## src/design/wfa_pkg.sv

```systemverilog
`timescale 1ns / 1ps
// ----------------------------------------------------------------------------
// wfa_pkg
// Shared types, codes and defaults of the worst-fit page extent allocator.
// ----------------------------------------------------------------------------
package wfa_pkg;

    localparam int USED_ENTRIES_DEF = 64;
    localparam int HOLE_ENTRIES_DEF = 64;
    localparam int PAGE_SHIFT_DEF   = 12;

    localparam int PAGE_W  = 20;
    localparam int PAGES_W = 21;

    // Highest usable region end: every granted start page fits in 20 bits
    localparam logic [PAGES_W-1:0] PAGE_LIMIT = 21'h100000;

    // Result status codes
    localparam logic [2:0] STATUS_OK        = 3'd0;
    localparam logic [2:0] STATUS_ZERO_SIZE = 3'd1;
    localparam logic [2:0] STATUS_NO_SPACE  = 3'd2;
    localparam logic [2:0] STATUS_NOT_ALLOC = 3'd3;
    localparam logic [2:0] STATUS_BELOW     = 3'd4;
    localparam logic [2:0] STATUS_FULL      = 3'd5;

    // Operation codes
    localparam logic OP_ALLOC = 1'b0;
    localparam logic OP_FREE  = 1'b1;

    // Configuration register indexes
    localparam logic [1:0] CFG_REGION_START = 2'd0;
    localparam logic [1:0] CFG_REGION_END   = 2'd1;

    // One free extent
    typedef struct packed {
        logic [PAGE_W-1:0]  start;
        logic [PAGES_W-1:0] pages;
    } hole_t;

    // One allocated extent
    typedef struct packed {
        logic               valid;
        logic [PAGE_W-1:0]  start;
        logic [PAGES_W-1:0] pages;
    } used_t;

    typedef enum logic [2:0] {
        ST_IDLE,
        ST_SCAN,
        ST_DECIDE,
        ST_UPDATE,
        ST_DONE
    } state_t;

endpackage

```

## src/design/wfa_hole_cell.sv

```systemverilog
`timescale 1ns / 1ps
// ----------------------------------------------------------------------------
// wfa_hole_cell
// One cell of the free extent ring; takes its neighbor's extent on a shift.
// ----------------------------------------------------------------------------
module wfa_hole_cell
(
    input  logic          clk,
    input  logic          shift,
    input  wfa_pkg::hole_t din,
    output wfa_pkg::hole_t dout
);

    wfa_pkg::hole_t hole_reg;

    // Payload only, no reset
    always_ff @(posedge clk)
    begin
        if (shift)
        begin
            hole_reg <= din;
        end
    end

    assign dout = hole_reg;

endmodule

```

## src/design/wfa_used_cell.sv

```systemverilog
`timescale 1ns / 1ps
// ----------------------------------------------------------------------------
// wfa_used_cell
// One cell of the allocated extent ring; valid bit cleared on reset.
// ----------------------------------------------------------------------------
module wfa_used_cell
(
    input  logic          clk,
    input  logic          rst_n,
    input  logic          shift,
    input  wfa_pkg::used_t din,
    output wfa_pkg::used_t dout
);

    logic                               valid_reg;
    logic [wfa_pkg::PAGE_W-1:0]         start_reg;
    logic [wfa_pkg::PAGES_W-1:0]        pages_reg;

    // Valid bit
    always_ff @(posedge clk or negedge rst_n)
    begin
        if (!rst_n)
        begin
            valid_reg <= 1'b0;
        end
        else if (shift)
        begin
            valid_reg <= din.valid;
        end
    end

    // Payload
    always_ff @(posedge clk)
    begin
        if (shift)
        begin
            start_reg <= din.start;
            pages_reg <= din.pages;
        end
    end

    assign dout.valid = valid_reg;
    assign dout.start = start_reg;
    assign dout.pages = pages_reg;

endmodule

```

## src/design/worst_fit_page_extent_allocator.sv

```systemverilog
`timescale 1ns / 1ps
// ----------------------------------------------------------------------------
// worst_fit_page_extent_allocator
// Steps per request: one scan pass of both cell rings, one decision step, one
//   update pass and one output load; the output load waits while the previous
//   result is still held by the receiver. One item at a time: a new request is
//   taken only after the result of the last one has been loaded.
// Reset: no extents allocated or free, break at page 0, region end at 2^20.
// ----------------------------------------------------------------------------
module worst_fit_page_extent_allocator
#(
    parameter int USED_ENTRIES = wfa_pkg::USED_ENTRIES_DEF,
    parameter int HOLE_ENTRIES = wfa_pkg::HOLE_ENTRIES_DEF,
    parameter int PAGE_SHIFT   = wfa_pkg::PAGE_SHIFT_DEF
)
(
    input  logic        clk,
    input  logic        rst_n,
    // request stream
    input  logic        s_axis_tvalid,
    output logic        s_axis_tready,
    input  logic [55:0] s_axis_tdata,   // size_bytes[31:0], addr_page[51:32], zero pad
    input  logic [0:0]  s_axis_tuser,   // op[0]
    // result stream
    output logic        m_axis_tvalid,
    input  logic        m_axis_tready,
    output logic [23:0] m_axis_tdata,   // status[2:0], result_page[22:3], zero pad
    // configuration write
    input  logic        cfg_valid,
    output logic        cfg_ready,
    input  logic [1:0]  cfg_index,
    input  logic [20:0] cfg_data
);

    localparam int MAXN  = (USED_ENTRIES > HOLE_ENTRIES) ? USED_ENTRIES : HOLE_ENTRIES;
    localparam int KW    = $clog2(MAXN) + 1;
    localparam int REQ_W = 33 - PAGE_SHIFT;
    localparam int CW    = (REQ_W > wfa_pkg::PAGES_W) ? REQ_W : wfa_pkg::PAGES_W;
    localparam int PW    = wfa_pkg::PAGE_W;
    localparam int NW    = wfa_pkg::PAGES_W;

    localparam logic [KW-1:0] H_K    = KW'(HOLE_ENTRIES);
    localparam logic [KW-1:0] U_K    = KW'(USED_ENTRIES);
    localparam logic [KW-1:0] LAST_K = KW'(MAXN - 1);
    localparam logic [KW-1:0] HLAST  = KW'(HOLE_ENTRIES - 1);
    localparam logic [32:0]   ROUND  = 33'((64'd1 << PAGE_SHIFT) - 64'd1);

    wfa_pkg::state_t state_reg, state_next;

    // configuration and global state
    logic [PW-1:0]  region_start_reg;
    logic [NW-1:0]  region_end_reg;
    logic [NW-1:0]  break_reg;
    logic [KW-1:0]  hole_count_reg;
    logic [KW-1:0]  used_count_reg;

    // request
    logic           op_reg;
    logic           size_zero_reg;
    logic [CW-1:0]  req_reg;
    logic [PW-1:0]  addr_reg;
    logic [KW-1:0]  k_reg;

    // scan results
    logic           found_reg;
    logic [KW-1:0]  best_idx_reg;
    logic [PW-1:0]  best_start_reg;
    logic [NW-1:0]  best_pages_reg;
    logic [KW-1:0]  p_reg;
    logic           lflag_reg;
    logic [PW-1:0]  lstart_reg;
    logic [NW-1:0]  lpages_reg;
    logic           rseen_reg;
    logic [PW-1:0]  rstart_reg;
    logic [NW-1:0]  rpages_reg;
    logic           slot_found_reg;
    logic [KW-1:0]  slot_reg;
    logic           match_reg;
    logic [KW-1:0]  match_idx_reg;
    logic [NW-1:0]  match_pages_reg;

    // update pass controls
    logic           ins_en_reg;
    logic [KW-1:0]  ins_idx_reg;
    logic           rem_en_reg;
    logic [KW-1:0]  rem_idx_reg;
    logic           mod_en_reg;
    logic [KW-1:0]  mod_idx_reg;
    wfa_pkg::hole_t mod_val_reg;
    wfa_pkg::hole_t new_val_reg;
    logic           u_en_reg;
    logic           u_write_reg;
    logic [KW-1:0]  u_idx_reg;
    wfa_pkg::used_t u_val_reg;
    wfa_pkg::hole_t buf_reg;

    // result
    logic [2:0]     status_reg;
    logic [PW-1:0]  page_reg;
    logic           m_valid_reg;
    logic [23:0]    m_data_reg;

    // rings
    wfa_pkg::hole_t hole_q [HOLE_ENTRIES];
    wfa_pkg::used_t used_q [USED_ENTRIES];
    wfa_pkg::hole_t hole_tail;
    wfa_pkg::used_t used_tail;
    logic           hole_shift;
    logic           used_shift;
    logic           pass_active;

    assign pass_active = (state_reg == wfa_pkg::ST_SCAN) || (state_reg == wfa_pkg::ST_UPDATE);
    assign hole_shift  = pass_active && (k_reg < H_K);
    assign used_shift  = pass_active && (k_reg < U_K);

    // Free extent ring: cell 0 is the head, the tail takes what the controller pushes
    for (genvar j = 0; j < HOLE_ENTRIES; j++)
    begin : g_hole
        wfa_hole_cell u_cell
        (
            .clk   (clk),
            .shift (hole_shift),
            .din   ((j == HOLE_ENTRIES - 1) ? hole_tail : hole_q[(j + 1) % HOLE_ENTRIES]),
            .dout  (hole_q[j])
        );
    end

    // Allocated extent ring
    for (genvar j = 0; j < USED_ENTRIES; j++)
    begin : g_used
        wfa_used_cell u_cell
        (
            .clk   (clk),
            .rst_n (rst_n),
            .shift (used_shift),
            .din   ((j == USED_ENTRIES - 1) ? used_tail : used_q[(j + 1) % USED_ENTRIES]),
            .dout  (used_q[j])
        );
    end

    // Tail push: unchanged during scan, edited stream during update
    always_comb
    begin
        hole_tail = hole_q[0];
        used_tail = used_q[0];
        if (state_reg == wfa_pkg::ST_UPDATE)
        begin
            if (ins_en_reg && (k_reg == ins_idx_reg))
            begin
                hole_tail = new_val_reg;
            end
            else if (ins_en_reg && (k_reg > ins_idx_reg))
            begin
                hole_tail = buf_reg;
            end
            else if (rem_en_reg && (k_reg >= rem_idx_reg))
            begin
                hole_tail = (k_reg < HLAST) ? hole_q[1] : hole_q[0];
            end
            else if (mod_en_reg && (k_reg == mod_idx_reg))
            begin
                hole_tail = mod_val_reg;
            end

            if (u_en_reg && (k_reg == u_idx_reg))
            begin
                used_tail = u_write_reg ? u_val_reg : '{valid: 1'b0,
                                                        start: used_q[0].start,
                                                        pages: used_q[0].pages};
            end
        end
    end

    // Decision after the scan
    logic [2:0]     d_status;
    logic [PW-1:0]  d_page;
    logic [NW-1:0]  d_break;
    logic [KW-1:0]  d_hcount;
    logic [KW-1:0]  d_ucount;
    logic           d_ins_en;
    logic           d_rem_en;
    logic [KW-1:0]  d_rem_idx;
    logic           d_mod_en;
    logic [KW-1:0]  d_mod_idx;
    wfa_pkg::hole_t d_mod_val;
    wfa_pkg::hole_t d_new_val;
    logic           d_u_en;
    logic           d_u_write;
    logic [KW-1:0]  d_u_idx;
    wfa_pkg::used_t d_u_val;

    logic [NW-1:0]  end_page;
    logic [NW-1:0]  room;
    logic [CW-1:0]  brk_x;
    logic [NW:0]    addr_end;
    logic           rf;
    logic           brk_hit;
    logic [NW-1:0]  l_sum;
    logic [NW-1:0]  r_sum;
    logic [NW-1:0]  lr_sum;
    logic [NW:0]    l_end;
    logic [NW:0]    r_end;
    logic [CW-1:0]  rem_start;
    logic [CW-1:0]  rem_pages;

    always_comb
    begin
        end_page  = (region_end_reg > wfa_pkg::PAGE_LIMIT) ? wfa_pkg::PAGE_LIMIT : region_end_reg;
        room      = end_page - break_reg;
        brk_x     = CW'(break_reg) + req_reg;
        addr_end  = {2'b00, addr_reg} + {1'b0, match_pages_reg};
        rf        = rseen_reg && (addr_end == {2'b00, rstart_reg});
        brk_hit   = (addr_end == {1'b0, break_reg});
        l_sum     = lpages_reg + match_pages_reg;
        r_sum     = match_pages_reg + rpages_reg;
        lr_sum    = l_sum + rpages_reg;
        l_end     = {2'b00, lstart_reg} + {1'b0, l_sum};
        r_end     = {2'b00, addr_reg} + {1'b0, r_sum};
        rem_start = CW'(best_start_reg) + req_reg;
        rem_pages = CW'(best_pages_reg) - req_reg;

        d_status  = wfa_pkg::STATUS_OK;
        d_page    = '0;
        d_break   = break_reg;
        d_hcount  = hole_count_reg;
        d_ucount  = used_count_reg;
        d_ins_en  = 1'b0;
        d_rem_en  = 1'b0;
        d_rem_idx = p_reg;
        d_mod_en  = 1'b0;
        d_mod_idx = p_reg;
        d_mod_val = '{start: addr_reg, pages: r_sum};
        d_new_val = '{start: addr_reg, pages: match_pages_reg};
        d_u_en    = 1'b0;
        d_u_write = 1'b0;
        d_u_idx   = match_idx_reg;
        d_u_val   = '{valid: 1'b1, start: best_start_reg, pages: req_reg[NW-1:0]};

        if (op_reg == wfa_pkg::OP_ALLOC)
        begin
            // allocate
            if (size_zero_reg)
            begin
                d_status = wfa_pkg::STATUS_ZERO_SIZE;
            end
            else if (!slot_found_reg)
            begin
                d_status = wfa_pkg::STATUS_FULL;
            end
            else if (found_reg)
            begin
                d_page    = best_start_reg;
                d_u_en    = 1'b1;
                d_u_write = 1'b1;
                d_u_idx   = slot_reg;
                d_ucount  = used_count_reg + 1'b1;
                if (CW'(best_pages_reg) > req_reg)
                begin
                    d_mod_en  = 1'b1;
                    d_mod_idx = best_idx_reg;
                    d_mod_val = '{start: rem_start[PW-1:0], pages: rem_pages[NW-1:0]};
                end
                else
                begin
                    d_rem_en  = 1'b1;
                    d_rem_idx = best_idx_reg;
                    d_hcount  = hole_count_reg - 1'b1;
                end
            end
            else if ((break_reg >= end_page) || (req_reg > CW'(room)))
            begin
                d_status = wfa_pkg::STATUS_NO_SPACE;
            end
            else
            begin
                d_page    = break_reg[PW-1:0];
                d_break   = brk_x[NW-1:0];
                d_u_en    = 1'b1;
                d_u_write = 1'b1;
                d_u_idx   = slot_reg;
                d_u_val   = '{valid: 1'b1, start: break_reg[PW-1:0], pages: req_reg[NW-1:0]};
                d_ucount  = used_count_reg + 1'b1;
            end
        end
        else
        begin
            // free
            if (addr_reg < region_start_reg)
            begin
                d_status = wfa_pkg::STATUS_BELOW;
            end
            else if (!match_reg)
            begin
                d_status = wfa_pkg::STATUS_NOT_ALLOC;
            end
            else if ((hole_count_reg >= H_K) && !lflag_reg && !rf && !brk_hit)
            begin
                d_status = wfa_pkg::STATUS_FULL;
            end
            else
            begin
                d_u_en   = 1'b1;
                d_ucount = used_count_reg - 1'b1;
                if (lflag_reg && rf)
                begin
                    // joins both neighbors
                    d_mod_en  = 1'b1;
                    d_mod_idx = p_reg - 1'b1;
                    d_mod_val = '{start: lstart_reg, pages: lr_sum};
                    d_rem_en  = 1'b1;
                    d_rem_idx = p_reg;
                    d_hcount  = hole_count_reg - 1'b1;
                end
                else if (lflag_reg)
                begin
                    if (l_end == {1'b0, break_reg})
                    begin
                        d_rem_en  = 1'b1;
                        d_rem_idx = p_reg - 1'b1;
                        d_hcount  = hole_count_reg - 1'b1;
                        d_break   = NW'(lstart_reg);
                    end
                    else
                    begin
                        d_mod_en  = 1'b1;
                        d_mod_idx = p_reg - 1'b1;
                        d_mod_val = '{start: lstart_reg, pages: l_sum};
                    end
                end
                else if (rf)
                begin
                    if (r_end == {1'b0, break_reg})
                    begin
                        d_rem_en  = 1'b1;
                        d_rem_idx = p_reg;
                        d_hcount  = hole_count_reg - 1'b1;
                        d_break   = NW'(addr_reg);
                    end
                    else
                    begin
                        d_mod_en  = 1'b1;
                        d_mod_idx = p_reg;
                    end
                end
                else if (brk_hit)
                begin
                    d_break = NW'(addr_reg);
                end
                else
                begin
                    d_ins_en = 1'b1;
                    d_hcount = hole_count_reg + 1'b1;
                end
            end
        end
    end

    // Next state
    always_comb
    begin
        state_next = state_reg;
        case (state_reg)
            wfa_pkg::ST_IDLE:
            begin
                if (s_axis_tvalid)
                begin
                    state_next = wfa_pkg::ST_SCAN;
                end
            end
            wfa_pkg::ST_SCAN:
            begin
                if (k_reg == LAST_K)
                begin
                    state_next = wfa_pkg::ST_DECIDE;
                end
            end
            wfa_pkg::ST_DECIDE:
            begin
                state_next = wfa_pkg::ST_UPDATE;
            end
            wfa_pkg::ST_UPDATE:
            begin
                if (k_reg == LAST_K)
                begin
                    state_next = wfa_pkg::ST_DONE;
                end
            end
            wfa_pkg::ST_DONE:
            begin
                if (!m_valid_reg || m_axis_tready)
                begin
                    state_next = wfa_pkg::ST_IDLE;
                end
            end
            default:
            begin
                state_next = wfa_pkg::ST_IDLE;
            end
        endcase
    end

    always_ff @(posedge clk or negedge rst_n)
    begin
        if (!rst_n)
        begin
            state_reg <= wfa_pkg::ST_IDLE;
        end
        else
        begin
            state_reg <= state_next;
        end
    end

    // Control state: config, break, counts, pass counter, output valid
    always_ff @(posedge clk or negedge rst_n)
    begin
        if (!rst_n)
        begin
            region_start_reg <= '0;
            region_end_reg   <= wfa_pkg::PAGE_LIMIT;
            break_reg        <= '0;
            hole_count_reg   <= '0;
            used_count_reg   <= '0;
            k_reg            <= '0;
            m_valid_reg      <= 1'b0;
        end
        else
        begin
            if (cfg_valid)
            begin
                if (cfg_index == wfa_pkg::CFG_REGION_START)
                begin
                    region_start_reg <= cfg_data[PW-1:0];
                    if ((hole_count_reg == '0) && (used_count_reg == '0))
                    begin
                        break_reg <= NW'(cfg_data[PW-1:0]);
                    end
                end
                else if (cfg_index == wfa_pkg::CFG_REGION_END)
                begin
                    region_end_reg <= cfg_data;
                end
            end

            if (pass_active && (k_reg != LAST_K))
            begin
                k_reg <= k_reg + 1'b1;
            end
            else
            begin
                k_reg <= '0;
            end

            if (state_reg == wfa_pkg::ST_DECIDE)
            begin
                break_reg      <= d_break;
                hole_count_reg <= d_hcount;
                used_count_reg <= d_ucount;
            end

            if ((state_reg == wfa_pkg::ST_DONE) && (!m_valid_reg || m_axis_tready))
            begin
                m_valid_reg <= 1'b1;
            end
            else if (m_axis_tready)
            begin
                m_valid_reg <= 1'b0;
            end
        end
    end

    // Request capture, scan tracking, decision and result payload
    always_ff @(posedge clk)
    begin
        if ((state_reg == wfa_pkg::ST_IDLE) && s_axis_tvalid)
        begin
            op_reg         <= s_axis_tuser[0];
            size_zero_reg  <= (s_axis_tdata[31:0] == 32'd0);
            req_reg        <= CW'(({1'b0, s_axis_tdata[31:0]} + ROUND) >> PAGE_SHIFT);
            addr_reg       <= s_axis_tdata[51:32];
            found_reg      <= 1'b0;
            p_reg          <= '0;
            lflag_reg      <= 1'b0;
            rseen_reg      <= 1'b0;
            slot_found_reg <= 1'b0;
            match_reg      <= 1'b0;
        end

        if (state_reg == wfa_pkg::ST_SCAN)
        begin
            // largest fitting hole, first one wins ties
            if ((k_reg < hole_count_reg) && (CW'(hole_q[0].pages) >= req_reg) &&
                (!found_reg || (hole_q[0].pages > best_pages_reg)))
            begin
                found_reg      <= 1'b1;
                best_idx_reg   <= k_reg;
                best_start_reg <= hole_q[0].start;
                best_pages_reg <= hole_q[0].pages;
            end
            // neighbors of the freed extent in the sorted list
            if ((k_reg < hole_count_reg) && (hole_q[0].start <= addr_reg))
            begin
                p_reg      <= k_reg + 1'b1;
                lstart_reg <= hole_q[0].start;
                lpages_reg <= hole_q[0].pages;
                lflag_reg  <= (({2'b00, hole_q[0].start} + {1'b0, hole_q[0].pages}) ==
                               {2'b00, addr_reg});
            end
            if ((k_reg < hole_count_reg) && (hole_q[0].start > addr_reg) && !rseen_reg)
            begin
                rseen_reg  <= 1'b1;
                rstart_reg <= hole_q[0].start;
                rpages_reg <= hole_q[0].pages;
            end
            // first free slot, first matching allocated start
            if ((k_reg < U_K) && !used_q[0].valid && !slot_found_reg)
            begin
                slot_found_reg <= 1'b1;
                slot_reg       <= k_reg;
            end
            if ((k_reg < U_K) && used_q[0].valid && (used_q[0].start == addr_reg) && !match_reg)
            begin
                match_reg       <= 1'b1;
                match_idx_reg   <= k_reg;
                match_pages_reg <= used_q[0].pages;
            end
        end

        if (state_reg == wfa_pkg::ST_DECIDE)
        begin
            status_reg  <= d_status;
            page_reg    <= d_page;
            ins_en_reg  <= d_ins_en;
            ins_idx_reg <= p_reg;
            rem_en_reg  <= d_rem_en;
            rem_idx_reg <= d_rem_idx;
            mod_en_reg  <= d_mod_en;
            mod_idx_reg <= d_mod_idx;
            mod_val_reg <= d_mod_val;
            new_val_reg <= d_new_val;
            u_en_reg    <= d_u_en;
            u_write_reg <= d_u_write;
            u_idx_reg   <= d_u_idx;
            u_val_reg   <= d_u_val;
        end

        // one-entry delay for the insert shift
        buf_reg <= hole_q[0];

        if ((state_reg == wfa_pkg::ST_DONE) && (!m_valid_reg || m_axis_tready))
        begin
            m_data_reg <= {1'b0, page_reg, status_reg};
        end
    end

    assign s_axis_tready = (state_reg == wfa_pkg::ST_IDLE);
    assign m_axis_tvalid = m_valid_reg;
    assign m_axis_tdata  = m_data_reg;
    assign cfg_ready     = 1'b1;

endmodule

```

## config.mk

```make
export PLATFORM = sky130hd
export DESIGN_NAME = worst_fit_page_extent_allocator
export DESIGN_NICKNAME = d
export VERILOG_FILES = /design/src/design/wfa_pkg.sv /design/src/design/wfa_hole_cell.sv /design/src/design/wfa_used_cell.sv /design/src/design/worst_fit_page_extent_allocator.sv
export SDC_FILE = /design/constraint.sdc
export NUM_CORES = 2
export LEC_CHECK = 0
export CORE_MARGIN = 2
export CORE_UTILIZATION = 65
export CTS_CLUSTER_SIZE = 40
export DETAILED_ROUTE_END_ITERATION = 6
export DONT_BUFFER_PORTS = 1
export PLACE_DENSITY = 0.81
export REMOVE_ABC_BUFFERS = 1
export SYNTH_ARGS = -nofsm -noshare
export SYNTH_HDL_FRONTEND = slang
export SYNTH_SLANG_ARGS = --single-unit
```

## constraint.sdc

```tcl
create_clock -name clk -period 266 [get_ports clk]
set_clock_uncertainty 0.15 [all_clocks]
set_input_delay 53.2 -clock clk [delete_from_list [all_inputs] [get_ports clk]]
set_output_delay 53.2 -clock clk [all_outputs]
set_load 0.02 [all_outputs]
```

==> impl_metrics.tcl <==
set metrics [dict create \
    status "complete, but fails checks" \
    violations "DRC, capacitance limit, slew limit" \
    num-fill-cells 16200 \
    leakagePower_nw 65.8 \
    routabilityCongestion 0.919 \
    cts_tree "yes" \
    ctsResizeCount 0 \
    cellPowerDensity_mw_per_mm2 8.74 \
    drc 24 \
    drtPass1Iterations 7 \
    dr.first_iter.drc_count 14300 \
    clkTransAtPathRegs_ps 70 \
    crit_type "reg -> out" \
    place_hpwl_um 244000 \
    start_util_pct 65.2 \
    end_kind "primary output" \
    clock_latency_ps 1060 \
    grt_overflow 0 \
    antenna_found_initial 55 \
    min_period_over_period_pct 20.9 \
    finalSetupViolations 0 \
    synth-edff-count 5658 \
    grt.total_usage_pct 31.6 \
    syn-instance-count 9497 \
    htree_levels 6 \
    drv_cap 1 \
    cp_cell_sequence "nor3_2" \
    yosys_warnings 0 \
    drive_above_1_share_pct 10.8 \
    worst_path_max_delay_cell "dfrtp_1" \
    drt_wl_total_um 493000 \
    rsz0062_at_grt "false" \
    slew_violations 1 \
    instances_no_fill 14600 \
    numCtsBuffers 547 \
    crit_fanout 9 \
    yosysSeqAreaShare_pct 87.8 \
    first_global_vias 94100 \
    chipHeight_um 557 \
    area.sequential_mm2 0.175 \
    max_clock_freq_mhz 18.0 \
    cts_setup_buffers 0 \
    peakVddDrop_v 0.00000716 \
    synthArstFlopShare_pct 2.58 \
    ys_seq_elements 5862 \
    layout.nets 10500 \
    multiInputGateArea_mm2 0.0230 \
    syn_area_mm2 0.199 \
    cts_max_path_buffers 4 \
    cts.sinks 5862 \
    die_x_um 557 \
    worst_slew_pin_slew_ps 1500 \
    vias 93200 \
    ant_nets 0 \
    ys.flop_type "edfxtp_1" \
    largest_register_ffs 2624 \
    portBuffers 0 \
    io-pin-count 112 \
    cp.required_ps 212650 \
    syn_avg_cell_area_um2 21.0 \
    relSlewSlack_pct -0.694 \
    critPathMaxStageDelay_ps 590 \
    worstSetupStartpointType "flip-flop" \
    coreArea_mm2 0.305 \
    grt_pass1_wl_um 688000 \
    place_inst 13600 \
    wl_per_cell_um 33.7 \
    critPathTopFamily "flip-flops" \
    cp_num_buf_inv 0 \
    ys_types 101 \
    hold_class "reg -> reg" \
    arrival_ps 2170 \
    fp-row-count 203 \
    die_area_mm2 0.311 \
    finalCriticalPeriod_ps 55520 \
    viasPerCell 6.38 \
    grt_max_degree 223 \
    cts_root_buf "clkbuf_16" \
    hold_buffers 0 \
    synthToLayoutAreaGrowth_pct 12.1 \
    tns_ps 0 \
    hold_viol 0 \
]
stage by stage:
stage                     total power, mW  instance area [µm²]  hold WS (ps)  utilization, %  setup slack (ps)
final                                1.95               223000           210            73.1            210480
after global routing                 2.00               223000           217            73.1            210450
after CTS                            1.96               223000           212            73.1            210410
after detailed placement             1.15               205000           255            67.2            209990
after global placement               1.15               205000           250            67.2            209980
after floorplan                      1.37               198000           250               -            156180
cell usage in the layout (no fill, tap or decap), types with 23 or more instances in the layout:
cell       count
nor2b_1       56
nand3_1       77
xor2_1       106
clkbuf_1      87
bufinv_16     51
o211ai_1      31
a211oi_1      29
edfxtp_1    5658
nand2b_1      47
a21o_1       108
o21ai_0      325
or3_1         23
clkinv_2      99
a21oi_1      267
nand4_1       48
nor4_1        39
and3_1        36
o221ai_1      53
inv_1        206
dfrtp_1      150
o22ai_1       23
clkinv_1     121
a31oi_1       23
and2_1        29
buf_4        159
nor2_1       258
clkbuf_16    553
nand2_1      456
o21a_1        53
diode_2       35
mux2_2        97
ha_1         352
o21bai_1      25
mux2i_1       53
dfxtp_1       53
xnor2_1      211
nor3_1        63
final timing paths:
kind                       slack (ps)  depth (start not counted)                  startpoint                              end
max                            210480                          1                state_reg[1]                    s_axis_tready
min                               210                          0  g_hole[62].u_cell.dout[27]       g_hole[61].u_cell.dout[27]
max reg2reg                    256830                         10                state_reg[0]  g_used[23].u_cell.start_reg[14]
min reg2reg                       210                          0  g_hole[62].u_cell.dout[27]       g_hole[61].u_cell.dout[27]
max in group asynchronous      213490                          0                       rst_n             region_start_reg[11]
min in group asynchronous       51710                          0                       rst_n                     state_reg[0]
cell families (layout without fill, tap and decap cells):
| kind of cell | after synthesis | count (layout) | share of synthesized area (%) |
|---|---|---|---|
| and+or+nand+nor | 1227 | 1227 | 2.94 |
| DFF | 5862 | 5862 | 87.8 |
| AOI/OAI and AO/OA | 1159 | 1159 | 3.78 |
| adders and majority gates | 364 | 364 | 2.33 |
| other | 2 | 37 | 0.00377 |
| muxes | 165 | 165 | 0.919 |
| buffers and inverters | 391 | 1380 | 0.758 |
| xor gates and xnor gates | 327 | 327 | 1.51 |
where the power goes:
| group | internal [mW] | switching (mW) | total, mW |
|---|---|---|---|
| sequential | 1.02 | 0.00754 | 1.03 |
| combinational | 0.0263 | 0.0744 | 0.101 |
| clock | 0.440 | 0.378 | 0.819 |
final cells by class:
class	count	share of cell area [%]
sequential	5862	78.3
multi-input combinational	3244	10.3
clock buffer	647	6.39
tap	4100	2.30
clock inverter	353	1.69
timing repair buffer	169	0.624
inverter	211	0.360
antenna	35	0.0392
synth_stat cells (11+ instances only):
cell type / instances / area [µm²]
edfxtp_1: 5658 / 170000
nand2_1: 461 / 1730
ha_1: 352 / 4400
o21ai_0: 326 / 1630
a21oi_1: 268 / 1340
nor2_1: 260 / 976
xnor2_1: 211 / 1850
inv_1: 210 / 788
dfrtp_1: 150 / 3750
clkbuf_1: 147 / 552
a21o_1: 108 / 811
xor2_1: 106 / 928
mux2_2: 97 / 1090
nand3_1: 77 / 385
nor3_1: 67 / 335
nor2b_1: 57 / 357
dfxtp_1: 53 / 1060
mux2i_1: 53 / 531
o21a_1: 53 / 398
o221ai_1: 53 / 464
nand2b_1: 48 / 300
nand4_1: 48 / 300
nor4_1: 42 / 263
and3_1: 37 / 231
o211ai_1: 31 / 233
a211oi_1: 30 / 225
and2_1: 30 / 188
o21bai_1: 25 / 188
a31oi_1: 23 / 144
o22ai_1: 23 / 144
or3_1: 23 / 144
a22o_1: 20 / 175
buf_1: 18 / 67.6
a2111oi_0: 17 / 149
o31ai_1: 14 / 105
fa_1: 12 / 240
a211o_1: 11 / 96.3
and4_1: 11 / 96.3
o211a_1: 11 / 110
o21ai_1: 11 / 55.1
or4_1: 11 / 82.6
per-layer routing:
layer | vias to the layer above | wire [µm] | global-route usage, %
met5 | - | 185 | 0
met4 | 26 | 25700 | 13.8
met3 | 1561 | 45700 | 7.19
met2 | 6012 | 240000 | 51.3
met1 | 47300 | 182000 | 41.5
li1 | 38400 | - | -
No activity file was read; power rests on OpenSTA's default activity.
